<file path="src/rtl/bdet_pkg.sv">
package bdet_pkg;

  // Width of the saturating tick counters
  localparam int COUNT_WIDTH = 24;

  // Widths of the tick period register, the reported durations and the product
  localparam int PERIOD_W = 8;
  localparam int TIME_W   = 32;
  localparam int PROD_W   = COUNT_WIDTH + PERIOD_W;

  // Configuration port widths
  localparam int CFG_IDX_W  = 8;
  localparam int CFG_DATA_W = 8;

  // Configuration register indexes
  localparam logic [CFG_IDX_W-1:0] REG_ACTIVE_LOW  = CFG_IDX_W'(0);
  localparam logic [CFG_IDX_W-1:0] REG_TICK_PERIOD = CFG_IDX_W'(1);

  // Reset values of the configuration registers
  localparam logic                RESET_ACTIVE_LOW  = 1'b1;
  localparam logic [PERIOD_W-1:0] RESET_TICK_PERIOD = PERIOD_W'(10);

  typedef logic [COUNT_WIDTH-1:0] ticks_t;
  typedef logic [PERIOD_W-1:0]    period_t;
  typedef logic [TIME_W-1:0]      time_val_t;

  localparam ticks_t TICKS_MAX = '1;

  // Steps of the change verifier
  typedef enum logic [1:0] {
    STEP_IDLE,
    STEP_CONFIRM,
    STEP_RECHECK
  } step_t;

  // Duration in time units, saturated to the result width.
  function automatic time_val_t scale_time(ticks_t ticks, period_t period);
    logic [63:0] prod;
    prod = 64'(PROD_W'(ticks) * PROD_W'(period));
    return (|prod[63:TIME_W]) ? '1 : prod[TIME_W-1:0];
  endfunction

endpackage

</file>
<file path="src/rtl/bdet_if.sv">
// Poll tick request channel
interface bdet_in_if;
  logic valid;
  logic ready;
  logic pin_level;
  logic clear_pressed_event;
  logic clear_released_event;

  modport source (output valid, pin_level, clear_pressed_event, clear_released_event,
                  input ready);
  modport sink   (input valid, pin_level, clear_pressed_event, clear_released_event,
                  output ready);
endinterface

// Result channel
interface bdet_out_if;
  logic                  valid;
  logic                  ready;
  logic                  is_pressed;
  logic                  pressed_event;
  logic                  released_event;
  bdet_pkg::time_val_t   pressed_time;
  bdet_pkg::time_val_t   released_time;

  modport source (output valid, is_pressed, pressed_event, released_event,
                  pressed_time, released_time, input ready);
  modport sink   (input valid, is_pressed, pressed_event, released_event,
                  pressed_time, released_time, output ready);
endinterface

// Configuration write channel
interface bdet_cfg_if;
  logic                            valid;
  logic                            ready;
  logic [bdet_pkg::CFG_IDX_W-1:0]  index;
  logic [bdet_pkg::CFG_DATA_W-1:0] data;

  modport source (output valid, index, data, input ready);
  modport sink   (input valid, index, data, output ready);
endinterface

</file>
<file path="src/rtl/button_debounce_event_timer.sv">
// Push-button debouncer with sticky press/release events and duration timers.
// One instance serves one pin.
// in_ch:  one request per poll tick, carrying the raw pin level and two
//         requests to clear the sticky event flags (clears act first).
// out_ch: one result per request: debounced state, both event flags and the
//         pressed and released durations (tick count times tick period).
// cfg_ch: register writes (index 0 polarity, index 1 tick period); always
//         ready, and to be used only while no request is in flight.
// An accepted request is stored in the state registers, and the result
// register takes it from them when it is free; the duration multipliers
// sit between the state registers and the result register.
// Throughput: one request per cycle while out_ch does not stall.
// A request is taken while a finished result still waits, since the state
// registers and the result register form two stages; only when both are
// held by a stalled receiver does in_ch.ready drop.
// Reset clears the verifier, the flags and the counters, sets polarity to
// active low and the tick period to 10, and empties both stages.
module button_debounce_event_timer (
  input  logic              clk,
  input  logic              rst_n,
  bdet_cfg_if.sink          cfg_ch,
  bdet_in_if.sink           in_ch,
  bdet_out_if.source        out_ch
);

  // Configuration registers
  logic                  active_low_r;
  bdet_pkg::period_t     tick_period_r;

  // Verifier and event state
  bdet_pkg::step_t       step_r, step_nxt;
  logic                  last_r, last_nxt;
  logic                  cand_r, cand_nxt;
  logic                  stable_r, stable_nxt;
  logic                  press_flag_r, press_flag_nxt;
  logic                  release_flag_r, release_flag_nxt;
  bdet_pkg::ticks_t      press_ticks_r, press_ticks_nxt;
  bdet_pkg::ticks_t      release_ticks_r, release_ticks_nxt;

  // Handshake control
  logic                  s1_valid_r, s1_valid_nxt;
  logic                  out_valid_r, out_valid_nxt;
  logic                  s2_free;
  logic                  in_acc;

  // Result register
  logic                  out_is_pressed_r;
  logic                  out_pressed_event_r;
  logic                  out_released_event_r;
  bdet_pkg::time_val_t   out_pressed_time_r;
  bdet_pkg::time_val_t   out_released_time_r;

  // Verifier intermediate values
  logic                  sample;
  logic                  differs;
  logic                  change_ok;
  bdet_pkg::ticks_t      press_base;
  bdet_pkg::ticks_t      release_base;

  // Configuration writes
  assign cfg_ch.ready = 1'b1;

  always_ff @(posedge clk) begin
    if (!rst_n) begin
      active_low_r  <= bdet_pkg::RESET_ACTIVE_LOW;
      tick_period_r <= bdet_pkg::RESET_TICK_PERIOD;
    end else if (cfg_ch.valid) begin
      unique case (cfg_ch.index)
        bdet_pkg::REG_ACTIVE_LOW:  active_low_r  <= cfg_ch.data[0];
        bdet_pkg::REG_TICK_PERIOD: tick_period_r <= cfg_ch.data[bdet_pkg::PERIOD_W-1:0];
        default: ;
      endcase
    end
  end

  // Two-stage handshake: the state registers hold a request until the
  // result register can take it.
  assign s2_free      = !out_valid_r || out_ch.ready;
  assign in_ch.ready  = !s1_valid_r || s2_free;
  assign in_acc       = in_ch.valid && in_ch.ready;

  always_comb begin
    s1_valid_nxt  = in_acc ? 1'b1 : (s2_free ? 1'b0 : s1_valid_r);
    out_valid_nxt = s2_free ? s1_valid_r : out_valid_r;
  end

  always_ff @(posedge clk) begin
    if (!rst_n) begin
      s1_valid_r  <= 1'b0;
      out_valid_r <= 1'b0;
    end else begin
      s1_valid_r  <= s1_valid_nxt;
      out_valid_r <= out_valid_nxt;
    end
  end

  // Verifier: a change is taken only after it has been seen on consecutive polls.
  always_comb begin
    sample           = in_ch.pin_level ^ active_low_r;
    differs          = (sample != last_r);
    change_ok        = 1'b0;
    step_nxt         = step_r;
    last_nxt         = last_r;
    cand_nxt         = cand_r;
    stable_nxt       = stable_r;
    press_flag_nxt   = press_flag_r & ~in_ch.clear_pressed_event;
    release_flag_nxt = release_flag_r & ~in_ch.clear_released_event;

    unique case (step_r)
      bdet_pkg::STEP_IDLE: begin
        if (differs) begin
          cand_nxt = sample;
          step_nxt = bdet_pkg::STEP_CONFIRM;
        end
      end
      bdet_pkg::STEP_CONFIRM: begin
        if (differs && sample == cand_r) begin
          change_ok  = 1'b1;
          last_nxt   = sample;
          stable_nxt = sample;
          step_nxt   = bdet_pkg::STEP_IDLE;
          if (sample) begin
            press_flag_nxt = 1'b1;
          end else begin
            release_flag_nxt = 1'b1;
          end
        end else begin
          cand_nxt = sample;
          step_nxt = bdet_pkg::STEP_RECHECK;
        end
      end
      bdet_pkg::STEP_RECHECK: begin
        if (differs && sample == cand_r) begin
          step_nxt = bdet_pkg::STEP_CONFIRM;
        end else begin
          last_nxt = sample;
          cand_nxt = sample;
          step_nxt = bdet_pkg::STEP_IDLE;
        end
      end
      default: step_nxt = bdet_pkg::STEP_IDLE;
    endcase
  end

  // Duration counters: an accepted change restarts its counter, then the
  // counter of the stable state advances and saturates.
  always_comb begin
    press_base        = (change_ok && sample)  ? '0 : press_ticks_r;
    release_base      = (change_ok && !sample) ? '0 : release_ticks_r;
    press_ticks_nxt   = press_base;
    release_ticks_nxt = release_base;
    if (stable_nxt) begin
      if (press_base != bdet_pkg::TICKS_MAX) begin
        press_ticks_nxt = press_base + bdet_pkg::ticks_t'(1);
      end
    end else begin
      if (release_base != bdet_pkg::TICKS_MAX) begin
        release_ticks_nxt = release_base + bdet_pkg::ticks_t'(1);
      end
    end
  end

  always_ff @(posedge clk) begin
    if (!rst_n) begin
      step_r          <= bdet_pkg::STEP_IDLE;
      last_r          <= 1'b0;
      cand_r          <= 1'b0;
      stable_r        <= 1'b0;
      press_flag_r    <= 1'b0;
      release_flag_r  <= 1'b0;
      press_ticks_r   <= '0;
      release_ticks_r <= '0;
    end else if (in_acc) begin
      step_r          <= step_nxt;
      last_r          <= last_nxt;
      cand_r          <= cand_nxt;
      stable_r        <= stable_nxt;
      press_flag_r    <= press_flag_nxt;
      release_flag_r  <= release_flag_nxt;
      press_ticks_r   <= press_ticks_nxt;
      release_ticks_r <= release_ticks_nxt;
    end
  end

  // Result register: scale the held counts by the tick period.
  always_ff @(posedge clk) begin
    if (s2_free && s1_valid_r) begin
      out_is_pressed_r     <= stable_r;
      out_pressed_event_r  <= press_flag_r;
      out_released_event_r <= release_flag_r;
      out_pressed_time_r   <= bdet_pkg::scale_time(press_ticks_r, tick_period_r);
      out_released_time_r  <= bdet_pkg::scale_time(release_ticks_r, tick_period_r);
    end
  end

  assign out_ch.valid          = out_valid_r;
  assign out_ch.is_pressed     = out_is_pressed_r;
  assign out_ch.pressed_event  = out_pressed_event_r;
  assign out_ch.released_event = out_released_event_r;
  assign out_ch.pressed_time   = out_pressed_time_r;
  assign out_ch.released_time  = out_released_time_r;

endmodule

</file>
<file path="src/flat_wrapper.sv">
// flat-port wrapper written by rule: the top's interface ports become plain ports
module button_debounce_event_timer_flat 
  (clk, rst_n, cfg_ch_valid, cfg_ch_index, cfg_ch_data, cfg_ch_ready, in_ch_valid, in_ch_pin_level, in_ch_clear_pressed_event, in_ch_clear_released_event, in_ch_ready, out_ch_valid, out_ch_is_pressed, out_ch_pressed_event, out_ch_released_event, out_ch_pressed_time, out_ch_released_time, out_ch_ready);
  bdet_cfg_if cfg_ch_i ();
  bdet_in_if in_ch_i ();
  bdet_out_if out_ch_i ();
  input  logic clk;
  input  logic rst_n;
  input wire logic [$bits(cfg_ch_i.valid)-1:0] cfg_ch_valid;
  input wire logic [$bits(cfg_ch_i.index)-1:0] cfg_ch_index;
  input wire logic [$bits(cfg_ch_i.data)-1:0] cfg_ch_data;
  output wire logic [$bits(cfg_ch_i.ready)-1:0] cfg_ch_ready;
  input wire logic [$bits(in_ch_i.valid)-1:0] in_ch_valid;
  input wire logic [$bits(in_ch_i.pin_level)-1:0] in_ch_pin_level;
  input wire logic [$bits(in_ch_i.clear_pressed_event)-1:0] in_ch_clear_pressed_event;
  input wire logic [$bits(in_ch_i.clear_released_event)-1:0] in_ch_clear_released_event;
  output wire logic [$bits(in_ch_i.ready)-1:0] in_ch_ready;
  output wire logic [$bits(out_ch_i.valid)-1:0] out_ch_valid;
  output wire logic [$bits(out_ch_i.is_pressed)-1:0] out_ch_is_pressed;
  output wire logic [$bits(out_ch_i.pressed_event)-1:0] out_ch_pressed_event;
  output wire logic [$bits(out_ch_i.released_event)-1:0] out_ch_released_event;
  output wire logic [$bits(out_ch_i.pressed_time)-1:0] out_ch_pressed_time;
  output wire logic [$bits(out_ch_i.released_time)-1:0] out_ch_released_time;
  input wire logic [$bits(out_ch_i.ready)-1:0] out_ch_ready;
  assign cfg_ch_i.valid = cfg_ch_valid;
  assign cfg_ch_i.index = cfg_ch_index;
  assign cfg_ch_i.data = cfg_ch_data;
  assign cfg_ch_ready = cfg_ch_i.ready;
  assign in_ch_i.valid = in_ch_valid;
  assign in_ch_i.pin_level = in_ch_pin_level;
  assign in_ch_i.clear_pressed_event = in_ch_clear_pressed_event;
  assign in_ch_i.clear_released_event = in_ch_clear_released_event;
  assign in_ch_ready = in_ch_i.ready;
  assign out_ch_valid = out_ch_i.valid;
  assign out_ch_is_pressed = out_ch_i.is_pressed;
  assign out_ch_pressed_event = out_ch_i.pressed_event;
  assign out_ch_released_event = out_ch_i.released_event;
  assign out_ch_pressed_time = out_ch_i.pressed_time;
  assign out_ch_released_time = out_ch_i.released_time;
  assign out_ch_i.ready = out_ch_ready;
  button_debounce_event_timer u_core (.clk(clk), .rst_n(rst_n), .cfg_ch(cfg_ch_i), .in_ch(in_ch_i), .out_ch(out_ch_i));
endmodule
</file>
<file path="config.mk">
export PLATFORM = sky130hd
export DESIGN_NAME = button_debounce_event_timer_flat
export DESIGN_NICKNAME = d
export VERILOG_FILES = /design/src/rtl/bdet_pkg.sv /design/src/rtl/bdet_if.sv /design/src/rtl/button_debounce_event_timer.sv /design/src/flat_wrapper.sv
export SDC_FILE = /design/constraint.sdc
export NUM_CORES = 1
export LEC_CHECK = 0
export BUFFER_PORTS_ARGS = -buffer_cell sky130_fd_sc_hd__buf_2
export CAP_MARGIN = 15
export CORE_AREA = 10 10 198 200
export DETAILED_ROUTE_END_ITERATION = 8
export DIE_AREA = 0 0 208 210
export GPL_TIMING_DRIVEN = 0
export PLACE_DENSITY = 0.72
export SLEW_MARGIN = 20
export SYNTH_ARGS = -nofsm -noshare
export SYNTH_HDL_FRONTEND = slang
export SYNTH_SLANG_ARGS = --single-unit
export TNS_END_PERCENT = 50
</file>
<file path="constraint.sdc">
create_clock -name clk -period 16.1 [get_ports clk]
set_clock_uncertainty 0.15 [all_clocks]
set_input_delay 1.61 -clock clk [delete_from_list [all_inputs] [get_ports clk]]
set_output_delay 1.61 -clock clk [all_outputs]
set_load 0.005 [all_outputs]
</file>
* Word level (Yosys, flattened, before mapping) *
Cells that the tools add are included.

cells by class
  add/subtract/negate cells = 2
  multiply operators = 2
  equal/unequal tests = 11
  multiplexer cells = 27
  bitwise operators = 5
  reduce and logical (&&, ||, !) cells = 21

operators by type and width
  operator                                               number
  2-to-1 mux 24 bit                                      6
  multiplier 24 x 8 -> 32 bit                            2
  adder 24 x 1 -> 24 bit, second input constant          2
  inequality test 24 bit, second input constant          2
  2-to-1 mux 1 bit                                       16
  equality test 8 x 1 -> 1 bit, second input constant    1
  logical NOT 8 bit                                      1
  AND reduction 4 bit                                    2
  one-hot mux 2 bit (3 select lines)                     1
  AND reduction 2 bit                                    3
  nonzero test 2 bit                                     3
  logical AND 1 bit                                      5
  2-to-1 mux 2 bit                                       2
  inequality test 2 x 1 -> 1 bit, second input constant  2
  inequality test 2 bit, second input constant           2
  one-hot mux 1 bit (2 select lines)                     2
  logical NOT 1 bit                                      3
  bitwise AND 1 bit                                      2
  equality test 2 x 1 -> 1 bit, second input constant    1
  equality test 2 bit, second input constant             1
  logical NOT 2 bit                                      1
  logical OR 1 bit                                       2
  inverter 1 bit                                         2
  OR reduction 2 bit                                     1
  other kinds (3)                                        3

word-level totals
  bits in registers = 133
  output and inout bits = 70

* Longest topological paths before layout *
  depth after elaboration = 10
  gate-level depth with buffers = 20
  mapped depth without buffers = 19

* Worst setup path before layout *
OpenSTA, ideal clock, no wires.

  path kind = input to register
  from = input out_ch_ready
  to = register u_core.out_is_pressed_r, in the netlist u_core.out_ch.is_pressed, enable pin
  arrival time = 4.668 ns
  data required time = 15.449 ns
  setup slack = 10.782 ns
  cell stages on the path = 2
  path buffers = 0
  cell sequence = nor2b_1 -> nor2b_1

between the ends
  longest elaborated chain between the ends = 2

RTL lines
  element               line                                text
  start, declared       flat_wrapper.sv:24                  input wire logic [$bits(out_ch_i.ready)-1:0] out_ch_ready;
  logical OR 1 bit      button_debounce_event_timer.sv:78   assign s2_free = !out_valid_r || out_ch.ready;
  logical AND 1 bit     button_debounce_event_timer.sv:187  if (s2_free && s1_valid_r) begin
  end signal, assigned  button_debounce_event_timer.sv:188  out_is_pressed_r <= stable_r;
  end, declared         button_debounce_event_timer.sv:47   logic out_is_pressed_r;

No other way between the ends.
A chain may end at the register's enable or synchronous reset.

* Final worst setup path *
  from = register u_core.tick_period_r[3]
  to = register u_core.out_pressed_time_r[31], in the netlist u_core.out_ch.pressed_time[31], data pin

between the ends
  longest elaborated chain between the ends = 1

RTL lines
  element                      line                                text
  start, declared              button_debounce_event_timer.sv:28   bdet_pkg::period_t tick_period_r;
  start signal, assigned       button_debounce_event_timer.sv:66   tick_period_r <= bdet_pkg::RESET_TICK_PERIOD;
  start signal, assigned       button_debounce_event_timer.sv:70   bdet_pkg::REG_TICK_PERIOD: tick_period_r <= cfg_ch.data[bdet_pkg::PERIOD_W-1:0];
  multiplier 24 x 8 -> 32 bit  bdet_pkg.sv:39                      prod = 64'(PROD_W'(ticks) * PROD_W'(period));
  end signal, assigned         button_debounce_event_timer.sv:191  out_pressed_time_r <= bdet_pkg::scale_time(press_ticks_r, tick_period_r);
  end, declared                button_debounce_event_timer.sv:50   bdet_pkg::time_val_t out_pressed_time_r;

No other way between the ends.

==> impl_metrics.env <==
export IMPL_post_synth_top_count_cell="and2_1"
export IMPL_setup_tns_ns=0
export IMPL_gp_congestion=0.926
export IMPL_use_met1_pct=26.5
export IMPL_timing_final_crit_share_pct=44.6
export IMPL_muxShareOfSynthArea_pct=0.767
export IMPL_drc=0
export IMPL_area_growth_syn_to_layout_pct=9.67
export IMPL_fp_dieW_microns=208
export IMPL_cts_buffer_depth=2
export IMPL_gr_usage_met2_pct=33.1
export IMPL_leakage_nw=9.12
export IMPL_synth_simple_area_share_pct=22.0
export IMPL_setup_viol=0
export IMPL_synthAdderAreaFrac_pct=38.5
export IMPL_max_stage_delay_ns=0.79
export IMPL_final_core_util_pct=53.9
export IMPL_synth_compound_area_share_pct=6.57
export IMPL_cts_sink_count=133
export IMPL_core_sq_um=35200
export IMPL_die_area_sq_um=43700
export IMPL_cp_slowest_cell="clkbuf_1"
export IMPL_cts_resized=0
export IMPL_yosysUniqueCellTypes=67
export IMPL_status="finished clean"
export IMPL_dr_total_vias=13316
export IMPL_port_buffers=92
export IMPL_overflow=0
export IMPL_synth_seq_area_share_pct=19.3
export IMPL_wl_per_cell_microns=18.0
export IMPL_synth_edff_count=67
export IMPL_cts_clk_slew_worst_paths_ns=0.07
export IMPL_hold_viol=0
export IMPL_synth_common_cells="and2_1, inv_1, fa_1"
export IMPL_htree_levels=4
export IMPL_rsz0062_at_grt="false"
export IMPL_yosys_area_top_type="fa_1"
export IMPL_die_h_microns=210
export IMPL_post_cts_buffers=0
export IMPL_drive_above_1_share_pct=8.33
export IMPL_grt_max_degree=27
export IMPL_synth_xor_area_share_pct=4.09
export IMPL_worst_ep_required_time_ns=16.14
export IMPL_numCtsBuffers=17
export IMPL_postCtsHoldBufs=0
export IMPL_startpoint_type="flip-flop"
export IMPL_ys_flop_type="edfxtp_1"
export IMPL_clockRootBuffer="clkbuf_16"
export IMPL_syn_area_per_cell_sq_um=9.27
export IMPL_mappedNetlistArea_sq_um=17300
export IMPL_clk_latency_ns=0.46
export IMPL_fin_crit_ns=7.18
export IMPL_ys_seq_elements=133
export IMPL_slew_headroom_pct=35.4
export IMPL_grt_busiest_layer="met2"
export IMPL_tightest_slew_ns=0.969
export IMPL_ios=94
export IMPL_wirelength_mm=44.1
export IMPL_min_delay_start="u_core.release_flag_r"
export IMPL_grt_pass1_wl_mm=71.4
export IMPL_slew_viol_final=0
export IMPL_vdd_ir_drop_max_uv=88.3
export IMPL_ys_warn_count=0
export IMPL_maxCapViolCount=0
export IMPL_num_rows=69
export IMPL_cp_arrival_ns=7.22
export IMPL_endpoint_kind="flip-flop"
export IMPL_via_per_inst=5.42
export IMPL_antenna_found_initial=1
export IMPL_synth_top_family_by_area="adder cells"
export IMPL_crit_chain="clkbuf_1 -> clkbuf_1 -> nand2_1 -> fa_1 -> inv_1 -> fa_1 -> fa_1 -> inv_1 -> fa_1 -> inv_1 -> ha_1 -> o21ai_0 -> a211oi_1 -> o211ai_1 -> a21boi_0 -> a221oi_1 -> nor2_1 -> o2111ai_1 -> a31oi_1 -> xnor2_1"
export IMPL_hold_class="flip-flop to flip-flop"
export IMPL_first_pass_iters=5
export IMPL_crit_path_start="u_core.tick_period_r[3]"
export IMPL_drt_iter0_drc=1130
export IMPL_syn_nets=2264
export IMPL_netlist_area_leader_share_pct=30.5
export IMPL_critPathMostFrequentCell="fa_1"
export IMPL_ant_nets=0
export IMPL_powerDensity_nw_per_um2=43.6
export IMPL_path_buf_inv=5
export IMPL_synthCells=1866
export IMPL_path_delay_family="adder cells"
export IMPL_max_freq_ghz=0.139
export IMPL_synth_area_leaders="fa_1, edfxtp_1, and2_1"
export IMPL_fillCellCount=3182
export IMPL_worstReg2RegStart="u_core.tick_period_r[3]"
export IMPL_critical_path_class="flip-flop to flip-flop"
export IMPL_initial_core_util_pct=49.1
export IMPL_grtUsageMet3_pct=4.23
export IMPL_synth_async_reset_ratio_pct=0
export IMPL_track_usage_pct=20.4
export IMPL_cts_tree="done"
export IMPL_crit_fanout=10
export IMPL_hpwl_mm=34.6
export IMPL_rrSetupSlack_ns=8.92
export IMPL_final_net_count=2377
export IMPL_grt_pass1_vias=13831
==> final cells by class <==
class | count | area (sq um) | share of cell area (%)
Buffer | 101 | 504 | 2.66
Clock inverter | 13 | 129 | 0.679
Multi-Input combinational cell | 1361 | 12500 | 65.6
Inverter | 271 | 1020 | 5.36
Timing Repair Buffer | 94 | 500 | 2.64
Clock buffer | 19 | 454 | 2.39
Sequential cell | 133 | 3330 | 17.6
Tap cell | 461 | 577 | 3.04
Antenna cell | 2 | 5.00 | 0.0264
==> logic make-up after synthesis <==
family                   Yosys count
multiplexers                      13
XOR/XNOR                          80
AND/OR/NAND/NOR                  713
buffers and inverters            372
AO/OA/AOI/OAI                    180
flip-flops                       133
other                              1
adder cells (fa/ha/maj)          374
==> state kept, by name, indices dropped and copies added (netlist names) <==
| name | count |
|---|---|
| u_core.out_ch.pressed_time | 32 |
| u_core.out_ch.released_time | 32 |
| u_core.press_ticks_r | 24 |
| u_core.release_ticks_r | 24 |
| u_core.tick_period_r | 8 |
| u_core.step_r | 2 |
| u_core.active_low_r | 1 |
| u_core.cand_r | 1 |
| u_core.last_r | 1 |
| u_core.out_ch.is_pressed | 1 |
| u_core.out_ch.pressed_event | 1 |
| u_core.out_ch.released_event | 1 |
| u_core.out_ch.valid | 1 |
| u_core.press_flag_r | 1 |
| u_core.release_flag_r | 1 |
| u_core.s1_valid_r | 1 |
| u_core.stable_r | 1 |
==> power breakdown <==
| group | switching, mW | leakage, nW | total [mW] | internal [mW] |
|---|---|---|---|---|
| logic | 0.0302 | 7.66 | 0.0492 | 0.0190 |
| registers | 0.00437 | 1.16 | 0.369 | 0.365 |
| clock network | 0.182 | 0.294 | 0.408 | 0.227 |
| total | 0.216 | 9.12 | 0.827 | 0.610 |
==> per-stage QoR <==
step | power (mW) | area [sq um] | setup slack (ns) | hold slack [ns] | instances
floorplan | 0.403 | 17300 | 10.78 | 0.258 | 1866
global placement | 0.424 | 18300 | 8.75 | 0.267 | 2419
detailed placement | 0.426 | 18400 | 9.12 | 0.280 | 2421
CTS | 0.833 | 19000 | 9.08 | 0.293 | 2453
global route | 0.850 | 19000 | 8.68 | 0.303 | 2454
finish | 0.827 | 19000 | 8.92 | 0.290 | 2455
==> path summary, 6_finish.rpt <==
| path | endpoint | cells after the start |
|---|---|---|
| min reg2reg | u_core.out_ch.released_event | 0 |
| max | u_core.out_ch.pressed_time[31] | 20 |
| min | u_core.out_ch.released_event | 0 |
| max reg2reg | u_core.out_ch.pressed_time[31] | 20 |
==> per-layer routing <==
layer	wire length (microns)	part of all wire, %
met3	3240	7.4
met5	0	0
met4	1190	2.7
met2	20600	47
met1	19100	43
==> worst register-to-register path: stages (launching register included) <==
cell       delay (ns)
dfxtp_1          0.36
clkbuf_1         0.64
clkbuf_1         0.79
nand2_1          0.18
fa_1             0.43
inv_1            0.11
fa_1             0.44
fa_1             0.54
inv_1            0.05
fa_1             0.47
inv_1            0.04
ha_1             0.33
o21ai_0          0.14
a211oi_1         0.36
o211ai_1         0.22
a21boi_0         0.53
a221oi_1         0.27
nor2_1           0.26
o2111ai_1        0.19
a31oi_1          0.28
xnor2_1          0.12
==> placed cells by master (no fill, tap or decap), drive strengths merged, types with 6 or more instances in the layout <==
cell	count
and3	9
or3	9
o21ai	34
nor2b	19
nor4	10
edfxtp	67
buf	106
nand2	190
a21o	13
nand3	32
mux2i	11
xor2	26
nand4	16
nor2	92
and2	296
or2	7
nor3	16
o21a	11
ha	110
clkbuf	107
fa	264
dfxtp	66
a211oi	10
xnor2	54
inv	282
o211ai	6
a31oi	8
a21oi	63
(Power assumes the default switching activity.)
